<file path="config.mk">
export PLATFORM = sky130hd
export DESIGN_NAME = icf_queue
export DESIGN_NICKNAME = d
export VERILOG_FILES = /design/src/hdl/assert_macros.svh /design/src/hdl/icf_queue.sv
export SDC_FILE = /design/constraint.sdc
export NUM_CORES = 1
export LEC_CHECK = 0
export CORE_MARGIN = 3
export CORE_UTILIZATION = 30
export CTS_BUF_LIST = sky130_fd_sc_hd__clkbuf_4 sky130_fd_sc_hd__clkbuf_8
export DETAILED_ROUTE_END_ITERATION = 16
export DONT_BUFFER_PORTS = 1
export PLACE_DENSITY = 0.55
export SLEW_MARGIN = 20
export SYNTH_ARGS = -nofsm -noshare
export SYNTH_HDL_FRONTEND = slang
export SYNTH_SLANG_ARGS = --single-unit
</file>
<file path="constraint.sdc">
create_clock -name clk_i -period 3 [get_ports clk_i]
set_input_delay 0.3 -clock clk_i [delete_from_list [all_inputs] [get_ports clk_i]]
set_output_delay 0.3 -clock clk_i [all_outputs]
set_load 0.005 [all_outputs]
</file>
<file path="src/hdl/assert_macros.svh">
// Assertion macros for the RTL file that carries checks (image_convolution_filter).
// Self-contained; no other file is needed.
`ifndef ASSERT_MACROS_SVH
`define ASSERT_MACROS_SVH

// Clocked check, switched off while reset is asserted.
`define ICF_ASSERT(lbl, clk, rst_n, prop, msg) \
  lbl: assert property (@(posedge clk) disable iff (!rst_n) prop) else $error(msg);

// Clocked check that also holds during reset.
`define ICF_ASSERT_NR(lbl, clk, prop, msg) \
  lbl: assert property (@(posedge clk) prop) else $error(msg);

`endif

</file>
<file path="src/hdl/icf_queue.sv">
// Small register FIFO between the front end and the arithmetic back end.
// No dependencies.
`default_nettype none

module icf_queue #(
  parameter int WIDTH = 73,
  parameter int DEPTH = 4
) (
  input  wire logic                       clk_i,
  input  wire logic                       rst_ni,
  input  wire logic                       push_i,
  input  wire logic [WIDTH-1:0]           wdata_i,
  input  wire logic                       pop_i,
  output logic      [WIDTH-1:0]           rdata_o,
  output logic                            full_o,
  output logic                            empty_o,
  output logic      [$clog2(DEPTH+1)-1:0] count_o
);

  localparam int PW = $clog2(DEPTH);
  localparam int NW = $clog2(DEPTH + 1);

  logic [WIDTH-1:0] mem_q [DEPTH];
  logic [PW-1:0]    wr_q, rd_q;
  logic [NW-1:0]    cnt_q;

  function automatic logic [PW-1:0] nxt(input logic [PW-1:0] p);
    return (p == PW'(DEPTH - 1)) ? '0 : p + 1'b1;
  endfunction

  always_ff @(posedge clk_i or negedge rst_ni) begin
    if (!rst_ni) begin
      wr_q  <= '0;
      rd_q  <= '0;
      cnt_q <= '0;
    end else begin
      if (push_i) begin
        wr_q <= nxt(wr_q);
      end
      if (pop_i) begin
        rd_q <= nxt(rd_q);
      end
      if (push_i && !pop_i) begin
        cnt_q <= cnt_q + 1'b1;
      end else if (pop_i && !push_i) begin
        cnt_q <= cnt_q - 1'b1;
      end
    end
  end

  always_ff @(posedge clk_i) begin
    if (push_i) begin
      mem_q[wr_q] <= wdata_i;
    end
  end

  assign rdata_o = mem_q[rd_q];
  assign full_o  = (cnt_q == NW'(DEPTH));
  assign empty_o = (cnt_q == '0);
  assign count_o = cnt_q;

endmodule

`default_nettype wire

</file>
# After elaboration in Yosys (flattened, before gate mapping)
# Memories as Yosys holds them, arrays and structs flattened.
# Index checks and enable logic that the tools add are counted.
[totals]
n_memories = 1
reg_bits = 7
mem_bits_rw = 292
out_inout_bits = 78
[memory_table]
columns = ["memory", "words", "width", "read_ports", "rd_ports_with_merged_regs", "wr", "line", "source"]
rows = [
  ["mem_q", 4, 73, 1, 0, 1, "icf_queue.sv:23", "logic [WIDTH-1:0] mem_q [DEPTH];"],
]
[op_classes]
muxes = 6
reduce_logical = 6
n_addsub = 4
eq_ne = 3
[ops]
columns = ["operator", "count"]
rows = [
  ["$mux W3", 2],
  ["$add A2 B1 Y2 const B", 2],
  ["$eq A2 B2 Y1 const B", 2],
  ["$mux W2", 2],
  ["$add A3 B1 Y3 const B", 1],
  ["$eq A3 B3 Y1 const B", 1],
  ["$logic_not A3 Y1", 1],
  ["$sub A3 B1 Y3 const B", 1],
  ["$logic_and A1 B1 Y1", 2],
  ["$logic_not A1 Y1", 2],
  ["$mux W1", 2],
  ["$reduce_bool A2 Y1", 1],
]

# Logic depth before layout (Yosys ltp)
[logic_depth]
depth_word = 4
depth_mapped = 7

# Worst setup path before layout
# No wires, ideal clock.
[synth_timing]
path_kind = "reg-to-reg"
startpoint = "register wr_q[0]"
endpoint = "memory mem_q[0][0] (enable)"
t_arrival_ns = 2.331
setup_slack_ns = 0.230
path_stages_with_launch = 4
setup_time_ns = 0.439
required_ns = 2.561
cell_sequence = "dfrtp_1 -> inv_1 -> ha_1 -> and2_1"
[synth_rtl]
columns = ["item", "line", "source"]
rows = [
  ["start: declaration", "icf_queue.sv:24", "logic [PW-1:0] wr_q, rd_q;"],
  ["start signal: assignment", "icf_queue.sv:38", "wr_q <= nxt(wr_q);"],
  ["end: declaration", "icf_queue.sv:23", ""],
]
# Straight into the memory's write port.

# Final worst setup path
[layout_timing]
startpoint = "register rd_q[1]"
endpoint = "output rdata_o[71]"
[layout_between]
elab_chain_cells = 1
[layout_rtl]
columns = ["item", "line", "source"]
rows = [
  ["start: declaration", "icf_queue.sv:24", ""],
  ["start signal: assignment", "icf_queue.sv:41", "rd_q <= nxt(rd_q);"],
  ["$mem_v2 Z4 W73", "n/a", ""],
  ["end: declaration", "icf_queue.sv:14", "output logic [WIDTH-1:0] rdata_o,"],
]
# No other way between the ends.

==> impl_metrics.tcl <==
set metrics [dict create \
    yosys-top-cells-area "edfxtp_1 80%, mux4_2 15%, dfrtp_1 1.6%, ha_1 0.69%, buf_6 0.62%" \
    first_pass_iters 5 \
    portBuffers 0 \
    r2r_start "wr_q[0]$_DFFE_PN0P_" \
    slowest_delay_ns 0.77 \
    start_util 0.306 \
    pin_count 155 \
    relSlewSlack 0.600 \
    clock_skew_ns 0.0360 \
    powerDensity_nw_per_um2 908 \
    min_period_ns 2.45 \
    setup_viol 0 \
    ant_nets 0 \
    slew_violations 0 \
    synthCells 418 \
    antenna_found_initial 4 \
    grt_pass1_wl_um 33400 \
    clockBufferDepth 3 \
    crit_path_end_kind "output pin" \
    syn_nets 502 \
    synth_area_um2 10900 \
    r2r_end "mem_q[0][70]$_DFFE_PP_" \
    ys_warn_count 0 \
    die_area_um2 38800 \
    endpoint "rdata_o[71]" \
    cap_viol_max_count 0 \
    required_ns 2.70 \
    final_common_cell "edfxtp_1" \
    startpoint_type "register" \
    grt_pass1_vias 5300 \
    max_freq_mhz 408 \
    finalNetCount 622 \
    drt-total-wl_um 22200 \
    grt_max_degree 46 \
    core_area_um2 35700 \
    place.gp.congestion 0.681 \
    synth_area_leader_cell "edfxtp_1" \
    postCtsResizedCells 0 \
    cts.sinks 299 \
    reg2regPathDepth 4 \
    drive_above_1_share 0.295 \
    fin_tns_setup_ns 0 \
    cts_tree "built" \
    synth_top_area_share 0.801 \
    drtIter0Drc 218 \
    worst_slew_pin_slew_ns 0.599 \
    arrival_ns 2.15 \
    cp.depth 2 \
    p_total_uw 12100 \
    drc 0 \
    dieWidth_um 197 \
    rsz0062_at_grt "false" \
    crit_fanout 41 \
    cts_buffers 48 \
    grt_overflow 0 \
    synth_cell_types 19 \
    area_growth_pct 21.9 \
    irDropWorstVdd_mv 0.447 \
    clkTransAtPathRegs_ns 0.06 \
    critPathLaunch "rd_q[1]$_DFFE_PN0P_" \
    fin_crit_sh 0.816 \
    avgRoutedWirePerCell_um 21.3 \
    crit_chain "buf_12, mux4_2" \
    final_cell_mix "292 x edfxtp_1, 76 x dlygate4sd3_1, 73 x mux4_2" \
    vias_per_cell 4.53 \
    rows 69 \
    num_vias 4703 \
    avgSynthCellArea_um2 26.2 \
    leakage_uw 0.00426 \
    rrSetupSlack_ns 0.99 \
    hold_class "input pin to async pin" \
    path_class "register to output pin" \
    grtUsageTotal 0.116 \
    root_buffer "clkbuf_8" \
    yosysSeqAreaShare 0.817 \
    hold_violations 0 \
    cpLargestDelayFamily "flip-flops" \
    hpwlAfterDp_um 13100 \
    path_buf_inv 1 \
    h-tree-depth 2 \
    die_h_um 197 \
    clk_latency_ns 0.60 \
    status "completed" \
    crit_slowest_cell "dfrtp_4" \
    ys_seq_elements 299 \
]
-- worst min path at each step --
| stage | endpoint | slack (ns) | cells after the start |
|---|---|---|---|
| after floorplan | count_o[0]$_DFFE_PN0P_ | 0.004 | 0 |
| after detailed placement | count_o[1]$_DFFE_PN0P_ | 0.005 | 0 |
| after global routing | wr_q[1]$_DFFE_PN0P_ | 0.05 | 1 |
| final | wr_q[1]$_DFFE_PN0P_ | 0.08 | 1 |
| after global placement | count_o[1]$_DFFE_PN0P_ | 0.005 | 0 |
| after CTS | wr_q[1]$_DFFE_PN0P_ | 0.03 | 1 |
-- flip-flops by register name (all words and copies together), names as in the netlist --
| signal | flops |
|---|---|
| count_o | 3 |
| wr_q | 2 |
| mem_q | 292 |
| rd_q | 2 |
-- synthesized netlist by cell type --
library cell	number
and2_1	4
buf_2	7
buf_4	2
buf_6	6
clkbuf_1	1
dfrtp_1	7
edfxtp_1	292
fa_1	1
ha_1	6
inv_1	4
mux2_2	3
mux4_2	73
nand2_1	2
nor2_1	3
nor3_1	1
nor3b_1	1
o21ai_0	2
xnor2_1	1
xor2_1	2
-- where the power goes --
| part | internal [uW] | total [uW] | leakage [uW] | switching [uW] |
|---|---|---|---|---|
| clock network | 2130 | 3730 | 0.000531 | 1590 |
| logic | 1270 | 2720 | 0.000970 | 1460 |
| registers | 5360 | 5670 | 0.00276 | 307 |
-- per-stage QoR --
step           std cells   util  setup slack [ns]  cell area (um2)  hold slack, ns
4_1_cts             1037  0.373             0.425            13300          0.0254
5_1_grt             1038  0.373             0.410            13300          0.0521
3_3_place_gp         873  0.323              1.05            11500         0.00481
3_5_place_dp         873  0.323             0.983            11500         0.00479
6_report            1039  0.373             0.552            13300          0.0772
2_1_floorplan        418      -             0.230            10900         0.00441
-- what timing repair did --
action	in CTS	in global routing
endpoints found under the hold margin	304	0
buffers inserted	0	0
hold buffers	76	0
-- layout make-up --
| class | count | area, um2 |
|---|---|---|
| fillers | 3262 | 22400 |
| flip-flops and latches | 299 | 8950 |
| multi-input cells | 99 | 1880 |
| repair buffers | 86 | 886 |
| clock buffers | 56 | 721 |
| well taps | 461 | 577 |
| clock inverters | 32 | 312 |
| inverters | 4 | 15.0 |
| diodes | 2 | 5.00 |
-- worst register-to-register path, cell delays in order, from the launching register on --
cell	delay (ns)
dfrtp_1	0.42
inv_1	0.12
ha_1	0.17
and2_4	0.46
buf_4	0.45
-- routing by layer --
metal / wire length, um / GRT usage / up-vias
met5: 27 / 0 / -
met4: 575 / 0.0528 / 4
met3: 1600 / 0.0421 / 47
met2: 10900 / 0.186 / 150
met1: 9070 / 0.142 / 2455
li1: - / - / 2047
-- kinds of logic (layout without fill, tap and decap cells) --
family	count (synthesis)	count (layout)	share of synthesized area
flip-flops	299	299	0.817
multiplexers	76	76	0.153
buffers and inverters	20	178	0.0125
AND/OR/NAND/NOR	11	11	0.00514
adder cells (fa/ha/maj)	7	7	0.00869
XOR/XNOR	3	3	0.00240
AO/OA/AOI/OAI	2	2	0.000915
other	0	2	0
(Power assumes the default switching activity.)
