**config.mk**
```make
export PLATFORM = sky130hd
export DESIGN_NAME = icf_back
export DESIGN_NICKNAME = d
export VERILOG_FILES = /design/src/hdl/assert_macros.svh /design/src/hdl/icf_pkg.sv /design/src/hdl/icf_back.sv
export SDC_FILE = /design/constraint.sdc
export NUM_CORES = 2
export LEC_CHECK = 0
export BUFFER_PORTS_ARGS = -buffer_cell sky130_fd_sc_hd__buf_4
export CAP_MARGIN = 10
export CELL_PAD_IN_SITES_DETAIL_PLACEMENT = 1
export CELL_PAD_IN_SITES_GLOBAL_PLACEMENT = 2
export CORE_MARGIN = 5
export CORE_UTILIZATION = 24
export CTS_BUF_LIST = sky130_fd_sc_hd__clkbuf_16
export CTS_CLUSTER_SIZE = 14
export DETAILED_ROUTE_END_ITERATION = 12
export PLACE_DENSITY_LB_ADDON = 0.1
export REMOVE_ABC_BUFFERS = 1
export SYNTH_ARGS = -nofsm -noshare
export SYNTH_HDL_FRONTEND = slang
export SYNTH_SLANG_ARGS = --single-unit
```
**constraint.sdc**
```tcl
create_clock -name clk_i -period 14.5 [get_ports clk_i]
set_input_delay 0.725 -clock clk_i [delete_from_list [all_inputs] [get_ports clk_i]]
set_output_delay 0.725 -clock clk_i [all_outputs]
set_load 0.01 [all_outputs]
```
**src/hdl/assert_macros.svh**
```systemverilog
// Assertion macros for the RTL file that carries checks (image_convolution_filter).
// Self-contained; no other file is needed.
`ifndef ASSERT_MACROS_SVH
`define ASSERT_MACROS_SVH

// Clocked check, switched off while reset is asserted.
`define ICF_ASSERT(lbl, clk, rst_n, prop, msg) \
  lbl: assert property (@(posedge clk) disable iff (!rst_n) prop) else $error(msg);

// Clocked check that also holds during reset.
`define ICF_ASSERT_NR(lbl, clk, prop, msg) \
  lbl: assert property (@(posedge clk) prop) else $error(msg);

`endif

```
**src/hdl/icf_pkg.sv**
```systemverilog
// Shared constants, register codes and types of the image convolution filter.
// No dependencies.
`default_nettype none

package icf_pkg;

  localparam int PIX_W          = 8;
  localparam int COEF_W         = 16;
  localparam int KSIZE_W        = 2;
  localparam int CFG_DIM_W      = 11;
  localparam int ROW_W          = 10;
  localparam int MAX_HEIGHT     = 1024;
  localparam int MAX_WIDTH_DEF  = 1024;
  localparam int MAX_KERNEL_DEF = 3;
  localparam int QUEUE_DEPTH    = 4;

  // Q8.8 datapath widths
  localparam int FRAC_W     = 8;
  localparam int ROUND_HALF = 128;
  localparam int PROD_W     = 24;
  localparam int ROWSUM_W   = 26;
  localparam int SUM_W      = 28;
  localparam int MAG_W      = 27;
  localparam int FILT_W     = 19;

  // configuration port
  localparam int APB_DATA_W = 64;
  localparam int APB_ADDR_W = 6;
  localparam int REG_IDX_W  = 3;

  localparam logic [KSIZE_W-1:0]   KSIZE_RST  = 2'd3;
  localparam logic [CFG_DIM_W-1:0] WIDTH_RST  = 11'd1024;
  localparam logic [CFG_DIM_W-1:0] HEIGHT_RST = 11'd1024;

  typedef enum logic [REG_IDX_W-1:0] {
    REG_KSIZE    = 3'd0,
    REG_COEF_TOP = 3'd1,
    REG_COEF_MID = 3'd2,
    REG_COEF_BOT = 3'd3,
    REG_WIDTH    = 3'd4,
    REG_HEIGHT   = 3'd5
  } icf_reg_e;

  // coef[i][j]: kernel row i, column j
  typedef logic [2:0][2:0][COEF_W-1:0] icf_coef_t;

  typedef struct packed {
    logic [KSIZE_W-1:0] ksize;
    icf_coef_t          coef;
  } icf_kern_t;

  typedef struct packed {
    logic [CFG_DIM_W-1:0] width;
    logic [CFG_DIM_W-1:0] height;
  } icf_geom_t;

  // win[a][b]: pixel at row-a, col-b (clamped)
  typedef struct packed {
    logic                       last;
    logic [2:0][2:0][PIX_W-1:0] win;
  } icf_item_t;

endpackage

`default_nettype wire

```
**src/hdl/icf_back.sv**
```systemverilog
// Back end: tap products, adder tree, rounding and magnitude, output register.
// Uses icf_pkg.
`default_nettype none

module icf_back #(
  parameter int MAX_KERNEL = icf_pkg::MAX_KERNEL_DEF
) (
  input  wire logic                        clk_i,
  input  wire logic                        rst_ni,
  input  wire icf_pkg::icf_kern_t          kern_i,
  input  wire logic                        q_valid_i,
  output logic                             q_pop_o,
  input  wire icf_pkg::icf_item_t          item_i,
  output logic                             m_tvalid_o,
  input  wire logic                        m_tready_i,
  output logic [icf_pkg::FILT_W-1:0]       filtered_o,
  output logic                             frame_end_o
);

  localparam int KW = icf_pkg::KSIZE_W;
  localparam int CF = icf_pkg::COEF_W;
  localparam int PX = icf_pkg::PIX_W;
  localparam int PR = icf_pkg::PROD_W;
  localparam int RS = icf_pkg::ROWSUM_W;
  localparam int SW = icf_pkg::SUM_W;
  localparam int MW = icf_pkg::MAG_W;

  logic [KW-1:0] keff;
  assign keff = (kern_i.ksize > KW'(MAX_KERNEL)) ? KW'(MAX_KERNEL) : kern_i.ksize;

  logic out_rdy, b3_rdy, b2_rdy, b1_rdy, pop;
  logic b1_valid_q, b2_valid_q, b3_valid_q, out_valid_q;
  logic b1_last_q, b2_last_q, b3_last_q, out_last_q;

  logic signed [PR-1:0] prod_d [3][3];
  logic signed [PR-1:0] prod_q [3][3];
  logic signed [RS-1:0] rs_q [3];
  logic signed [SW-1:0] sum_q;
  logic [SW-1:0]        mag;
  logic [MW-1:0]        mag_r;
  logic [icf_pkg::FILT_W-1:0] filt_q;

  assign out_rdy = !out_valid_q || m_tready_i;
  assign b3_rdy  = !b3_valid_q || out_rdy;
  assign b2_rdy  = !b2_valid_q || b3_rdy;
  assign b1_rdy  = !b1_valid_q || b2_rdy;
  assign pop     = q_valid_i && b1_rdy;
  assign q_pop_o = pop;

  // window tap (a,b) meets coefficient (off-a, off-b), off = ceil(K/2)
  for (genvar a = 0; a < 3; a++) begin : g_row
    for (genvar b = 0; b < 3; b++) begin : g_col
      logic signed [CF-1:0]      c1, c2, c3, tap_coef;
      logic signed [PX:0]        pxs;
      logic signed [PX+CF-1:0]   full;

      assign c3 = kern_i.coef[2-a][2-b];
      if (a < 2 && b < 2) begin : g_k2
        assign c2 = kern_i.coef[1-a][1-b];
      end else begin : g_k2_off
        assign c2 = '0;
      end
      if (a == 1 && b == 1) begin : g_k1
        assign c1 = kern_i.coef[0][0];
      end else begin : g_k1_off
        assign c1 = '0;
      end

      always_comb begin
        unique case (keff)
          2'd3:    tap_coef = c3;
          2'd2:    tap_coef = c2;
          2'd1:    tap_coef = c1;
          default: tap_coef = '0;
        endcase
      end

      assign pxs          = signed'({1'b0, item_i.win[a][b]});
      assign full         = pxs * tap_coef;
      assign prod_d[a][b] = full[PR-1:0];
    end
  end

  always_ff @(posedge clk_i or negedge rst_ni) begin
    if (!rst_ni) begin
      b1_valid_q  <= 1'b0;
      b2_valid_q  <= 1'b0;
      b3_valid_q  <= 1'b0;
      out_valid_q <= 1'b0;
    end else begin
      if (b1_rdy)  b1_valid_q  <= pop;
      if (b2_rdy)  b2_valid_q  <= b1_valid_q;
      if (b3_rdy)  b3_valid_q  <= b2_valid_q;
      if (out_rdy) out_valid_q <= b3_valid_q;
    end
  end

  always_comb begin
    mag   = sum_q[SW-1] ? SW'(-sum_q) : SW'(sum_q);
    mag_r = mag[MW-1:0] + MW'(icf_pkg::ROUND_HALF);
  end

  always_ff @(posedge clk_i) begin
    if (pop) begin
      prod_q    <= prod_d;
      b1_last_q <= item_i.last;
    end
    if (b2_rdy && b1_valid_q) begin
      for (int a = 0; a < 3; a++) begin
        rs_q[a] <= RS'(prod_q[a][0]) + RS'(prod_q[a][1]) + RS'(prod_q[a][2]);
      end
      b2_last_q <= b1_last_q;
    end
    if (b3_rdy && b2_valid_q) begin
      sum_q     <= SW'(rs_q[0]) + SW'(rs_q[1]) + SW'(rs_q[2]);
      b3_last_q <= b2_last_q;
    end
    if (out_rdy && b3_valid_q) begin
      filt_q     <= mag_r[MW-1:icf_pkg::FRAC_W];
      out_last_q <= b3_last_q;
    end
  end

  assign m_tvalid_o  = out_valid_q;
  assign filtered_o  = filt_q;
  assign frame_end_o = out_last_q;

endmodule

`default_nettype wire

```
-- Word-level counts from Yosys, hierarchy flattened
Memories as Yosys holds them, arrays and structs flattened.
Index checks and enable logic that the tools add are counted.
- reduce and logical (&&, ||, !) cells: 13
- shift operators: 0
- equal/unequal tests: 3
- order comparisons: 1
- $add $sub $neg: 10
- muxes and demuxes: 13
- div/mod/pow operators: 0
- multiply operators: 9
- bitwise operators: 0
- operators by type and width (cell ; number):
    $mul 9x16->24 ; 9
    $pmux 16 s2 ; 4
    $mux 16 ; 5
    $add 25x24->26 ; 3
    $add 24x24->25 ; 3
    $add 27x26->28 ; 1
    $add 26x26->27 ; 1
    $add 27x8->27 const B ; 1
    $mux 27 ; 1
    $neg 27->27 ; 1
    $eq 2x2->1 const B ; 2
    $logic_and 1x1->1 ; 4
    $logic_not 1->1 ; 4
    $logic_or 1x1->1 ; 4
    $eq 2x1->1 const B ; 1
    $gt 2x2->1 const B ; 1
    $mux 1 ; 2
    $mux 2 ; 1
    $reduce_or 2->1 ; 1
- bits in writable memories: 78
- output and inout bits: 22
- memories kept: 1
- memory bits (read-only): 0
- latch bits: 0
- register bits after elaboration: 271
- input bits: 223
- logic and storage cells: 69
- memories (name ; depth ; bits a word ; rd ports ; clocked after memory_dff ; write ports ; RTL line ; RTL):
    rs_q ; 3 ; 26 ; 3 ; 0 ; 3 ; icf_back.sv:37 ; logic signed [RS-1:0] rs_q [3];

-- Logic depth before layout (Yosys ltp)
- word-level depth: 7
- gate-level depth with buffers: 26
- gate-level depth less buffers: 24

-- Worst setup path after synthesis
Ideal clock, no wire load.
- path type: input to output
- start point: input port m_tready_i
- end point: output port q_pop_o
- stages on the path: 3
- setup slack: 7872 ps
- required time: 13775 ps
- arrival: 5903 ps
- buffers on the path: 0
- cell sequence: nor2b_1 > nand4_1 > and2_1
- word-level cells in the longest chain between the ends: 5
- ends and longest elaborated chain (item ; RTL line ; RTL):
    from (decl) ; icf_back.sv:15 ; input wire logic m_tready_i,
    $logic_or 1x1->1 ; icf_back.sv:43 ; assign out_rdy = !out_valid_q || m_tready_i;
    $logic_or 1x1->1 ; icf_back.sv:44 ; assign b3_rdy = !b3_valid_q || out_rdy;
    $logic_or 1x1->1 ; icf_back.sv:45 ; assign b2_rdy = !b2_valid_q || b3_rdy;
    $logic_or 1x1->1 ; icf_back.sv:46 ; assign b1_rdy = !b1_valid_q || b2_rdy;
    $logic_and 1x1->1 ; icf_back.sv:47 ; assign pop = q_valid_i && b1_rdy;
    to (decl) ; icf_back.sv:12 ; output logic q_pop_o,
Every way passes these cells.

-- Final worst setup path
- start point: input port kern_i[145] (netlist bit)
- end point: register prod_q[141] (netlist bit), data pin
- word-level cells in the longest chain between the ends: 5
- elaborated cells between the ends (all ways): 6
- those cells by class: 1 x mul; 1 x order compare; 2 x eq/ne; 2 x mux
- ends and longest elaborated chain (item ; RTL line ; RTL):
    from (decl) ; icf_back.sv:10 ; input wire icf_pkg::icf_kern_t kern_i,
    $gt 2x2->1 ; icf_back.sv:29 ; assign keff = (kern_i.ksize > KW'(MAX_KERNEL)) ? KW'(MAX_KERNEL) : kern_i.ksize;
    $mux 2 (*) ; icf_back.sv:29 ;
    $eq 2x2->1 ; icf_back.sv:70 ; unique case (keff)
    $pmux 16 s2 (*) ; icf_back.sv:70 ;
    $mul 9x16->24 (*) ; icf_back.sv:79 ; assign full = pxs * tap_coef;
    named net g_row[1].g_col[0].full[21] ; icf_back.sv:55 ; logic signed [PX+CF-1:0] full;
    to (signal assigned) ; icf_back.sv:105 ; prod_q <= prod_d;
    to (decl) ; icf_back.sv:36 ; logic signed [PR-1:0] prod_q [3][3];
Mark *: on every way through the listed nets, which the timed path passes. The rest lies on a longest branch.
A chain may end at the register's enable or synchronous reset.

==> out/metrics.csv <==
metric,value,unit
tightest_slew,1.10,ns
synth_edf_count,345,
drtIter0Drc,1557,
yosysSeqAreaShare,17.8,%
worstPathRequired,14.84,ns
ys_async_sr_fraction,1.15,%
rows,181,
cts-resized-gates,0,
period_share,51.9,%
cts_buffers,47,
power_density,155,mW/mm^2
core_area,0.244,mm^2
routed.top_layer,met5,
grt_overflow,0,
setup-violations-final,0,
drv_slew,0,
synth_top_area_cell,fa_1,
hp-class,primary input to flop,
dp_hpwl,161000,um
cp-end-kind,flop,
root_buffer,clkbuf_16,
timing.hold.ws,0.359,ns
critPathArrivalTime,7.86,ns
worst-setup-path-type,primary input to flop,
rsz0062_at_grt,no,
yosysMostFrequentCell,inv_1,
firstDrtPassIters,4,
grt.total_usage,15.0,%
portBuffers,244,
wire_per_inst,20.0,um
drc_errors,0,
synth_area_leaders,"fa_1 34%, edfxtp_1 18%, ha_1 11%",
cts_max_level,2,
synth.distinct_cells,78,
syn_inst,6140,
total_power,10200,uW
max_freq,133,MHz
routed_via_density,4.39,
drive_gt1_share,6.03,%
routabilityCongestion,0.746,
die_h,505,um
peakVddDrop,0.000113,V
critPathLaunchType,primary input,
met1_length,89600,um
wl_met3,4280,um
ant_nets,0,
worstPathMaxFanout,129,
p_leak,0.0330,uW
syn_area_per_cell,9.59,um^2
path_clk_slew,0.06,ns
synth_top_area_share,34.1,%
start_util,24.2,%
final_nets,8033,
die_area,0.255,mm^2
fillers,28000,
ys.flop_type,edfxtp_1,
syn-cell-area,0.0589,mm^2
via_count,41900,
grt_pass1_vias,47900,
area_delta_synth_final,12.0,%
utilization,27.1,%
clk_latency,0.66,ns
setup_tns,0,ns
cts_hold_buf,1,
grt_max_degree,130,
fp.dieW,505,um
wl,190000,um
ys_seq_elements,349,
wl_met2,93200,um
hold_violations,0,
io-pin-count,245,
max_cap_violations,0,
post_cts_buffers,0,
yosys_warnings,0,
clock_skew,0.0824,ns
clock_path_buffers,3,
min_period,7.53,ns
grt_pass1_wl,297000,um
max-slew-margin-rel,26.9,%
status,"complete, no violations",
synth_top_cells_by_count,"1418 x inv_1, 1002 x fa_1, 525 x ha_1",
clkSinkCount,349,
grt_antenna_before_repair,14,
cts_tree,built,
## per-stage QoR
stage                     setup slack [ns]  area, um^2  instances
after global routing                  6.45       66000       9525
final                                 6.97       66000       9533
after CTS                             6.99       66000       9524
after global placement                6.52       64300       9435
after floorplan                      -1.37       58300       5971
after detailed placement              6.36       64300       9435
## sequential cells by signal, indices dropped and copies added (netlist names)
name / count
rs_q: 78
prod_q: 216
b2_last_q: 1
sum_q: 28
b1_valid_q: 1
filtered_o: 19
b2_valid_q: 1
b1_last_q: 1
m_tvalid_o: 1
b3_valid_q: 1
frame_end_o: 1
b3_last_q: 1
## per-layer routing
metal	global-route usage (%)	vias to the layer above
met5	0	-
met4	2.39	2
met3	1.29	95
met2	26.4	358
met1	20.5	21700
li1	-	19700
## power breakdown
part | switching (uW) | leakage (uW) | internal [uW]
sequential | 408 | 0.00343 | 1910
combinational | 3960 | 0.0288 | 2720
clock | 512 | 0.000815 | 731
total | 4890 | 0.0330 | 5360
## placed cells by master, fill, tap and decap left out, drive strengths merged, types with 55 or more instances in the layout
cell	synthesis	layout
buf	2	262
nor3	55	55
edfxtp	345	345
nand3	239	239
xor2	72	72
and2	203	203
inv	1418	1427
a21o	67	67
nor2	170	170
a21oi	171	171
fa	1002	1002
and3	386	386
ha	525	525
nor2b	106	106
o21ai	122	122
nand2	464	464
xnor2	233	233
## worst paths after layout
kind / startpoint / end / slack (ns) / cells after the start
setup / recovery: kern_i[145] / prod_q[141] / 6.97 / 21
max in group asynchronous: rst_ni / b1_valid_q / 13.87 / 2
min in group asynchronous: rst_ni / b3_valid_q / 0.49 / 2
hold / removal: item_i[72] / b1_last_q / 0.36 / 1
setup reg to reg: prod_q[26] / rs_q[0][76] / 10.19 / 12
hold reg to reg: b2_last_q / b3_last_q / 0.42 / 0
## cell type report
type                       count  area [um^2]  share of cell area, %
clock buffer                  47         1180                   1.78
clock inverter                41          495                  0.751
timing repair buffer         263         1990                   3.01
inverter                    1418         5320                   8.07
antenna                        9         22.5                 0.0341
sequential                   349        10500                   15.8
multi-input combinational   4204        42500                   64.4
tap                         3202         4010                   6.07
## cells by family (layout without fill, tap and decap cells)
| group | count (synthesis) | after routing | share of synthesized area (%) |
|---|---|---|---|
| AOI/OAI and AO/OA | 632 | 632 | 7.09 |
| xor gates and xnor gates | 305 | 305 | 4.53 |
| adders and majority gates | 1527 | 1527 | 45.2 |
| buffers and inverters | 1587 | 1769 | 10.1 |
| DFF | 349 | 349 | 17.8 |
| muxes | 3 | 3 | 0.0510 |
| other | 0 | 9 | 0 |
| and+or+nand+nor | 1737 | 1737 | 15.2 |
## critical path: stages
cell	delay [ns]
buf_4	0.11
ha_4	0.65
buf_4	0.77
buf_12	0.45
a22o_1	0.46
nand2_1	0.14
fa_1	0.54
inv_1	0.05
fa_1	0.48
fa_1	0.55
inv_1	0.05
fa_1	0.47
inv_1	0.05
ha_1	0.21
o41ai_1	0.80
o211ai_1	0.22
a31oi_1	0.38
nor2b_1	0.09
o21ai_1	0.18
a21oi_1	0.11
xor2_1	0.14
(Power assumes the default switching activity.)
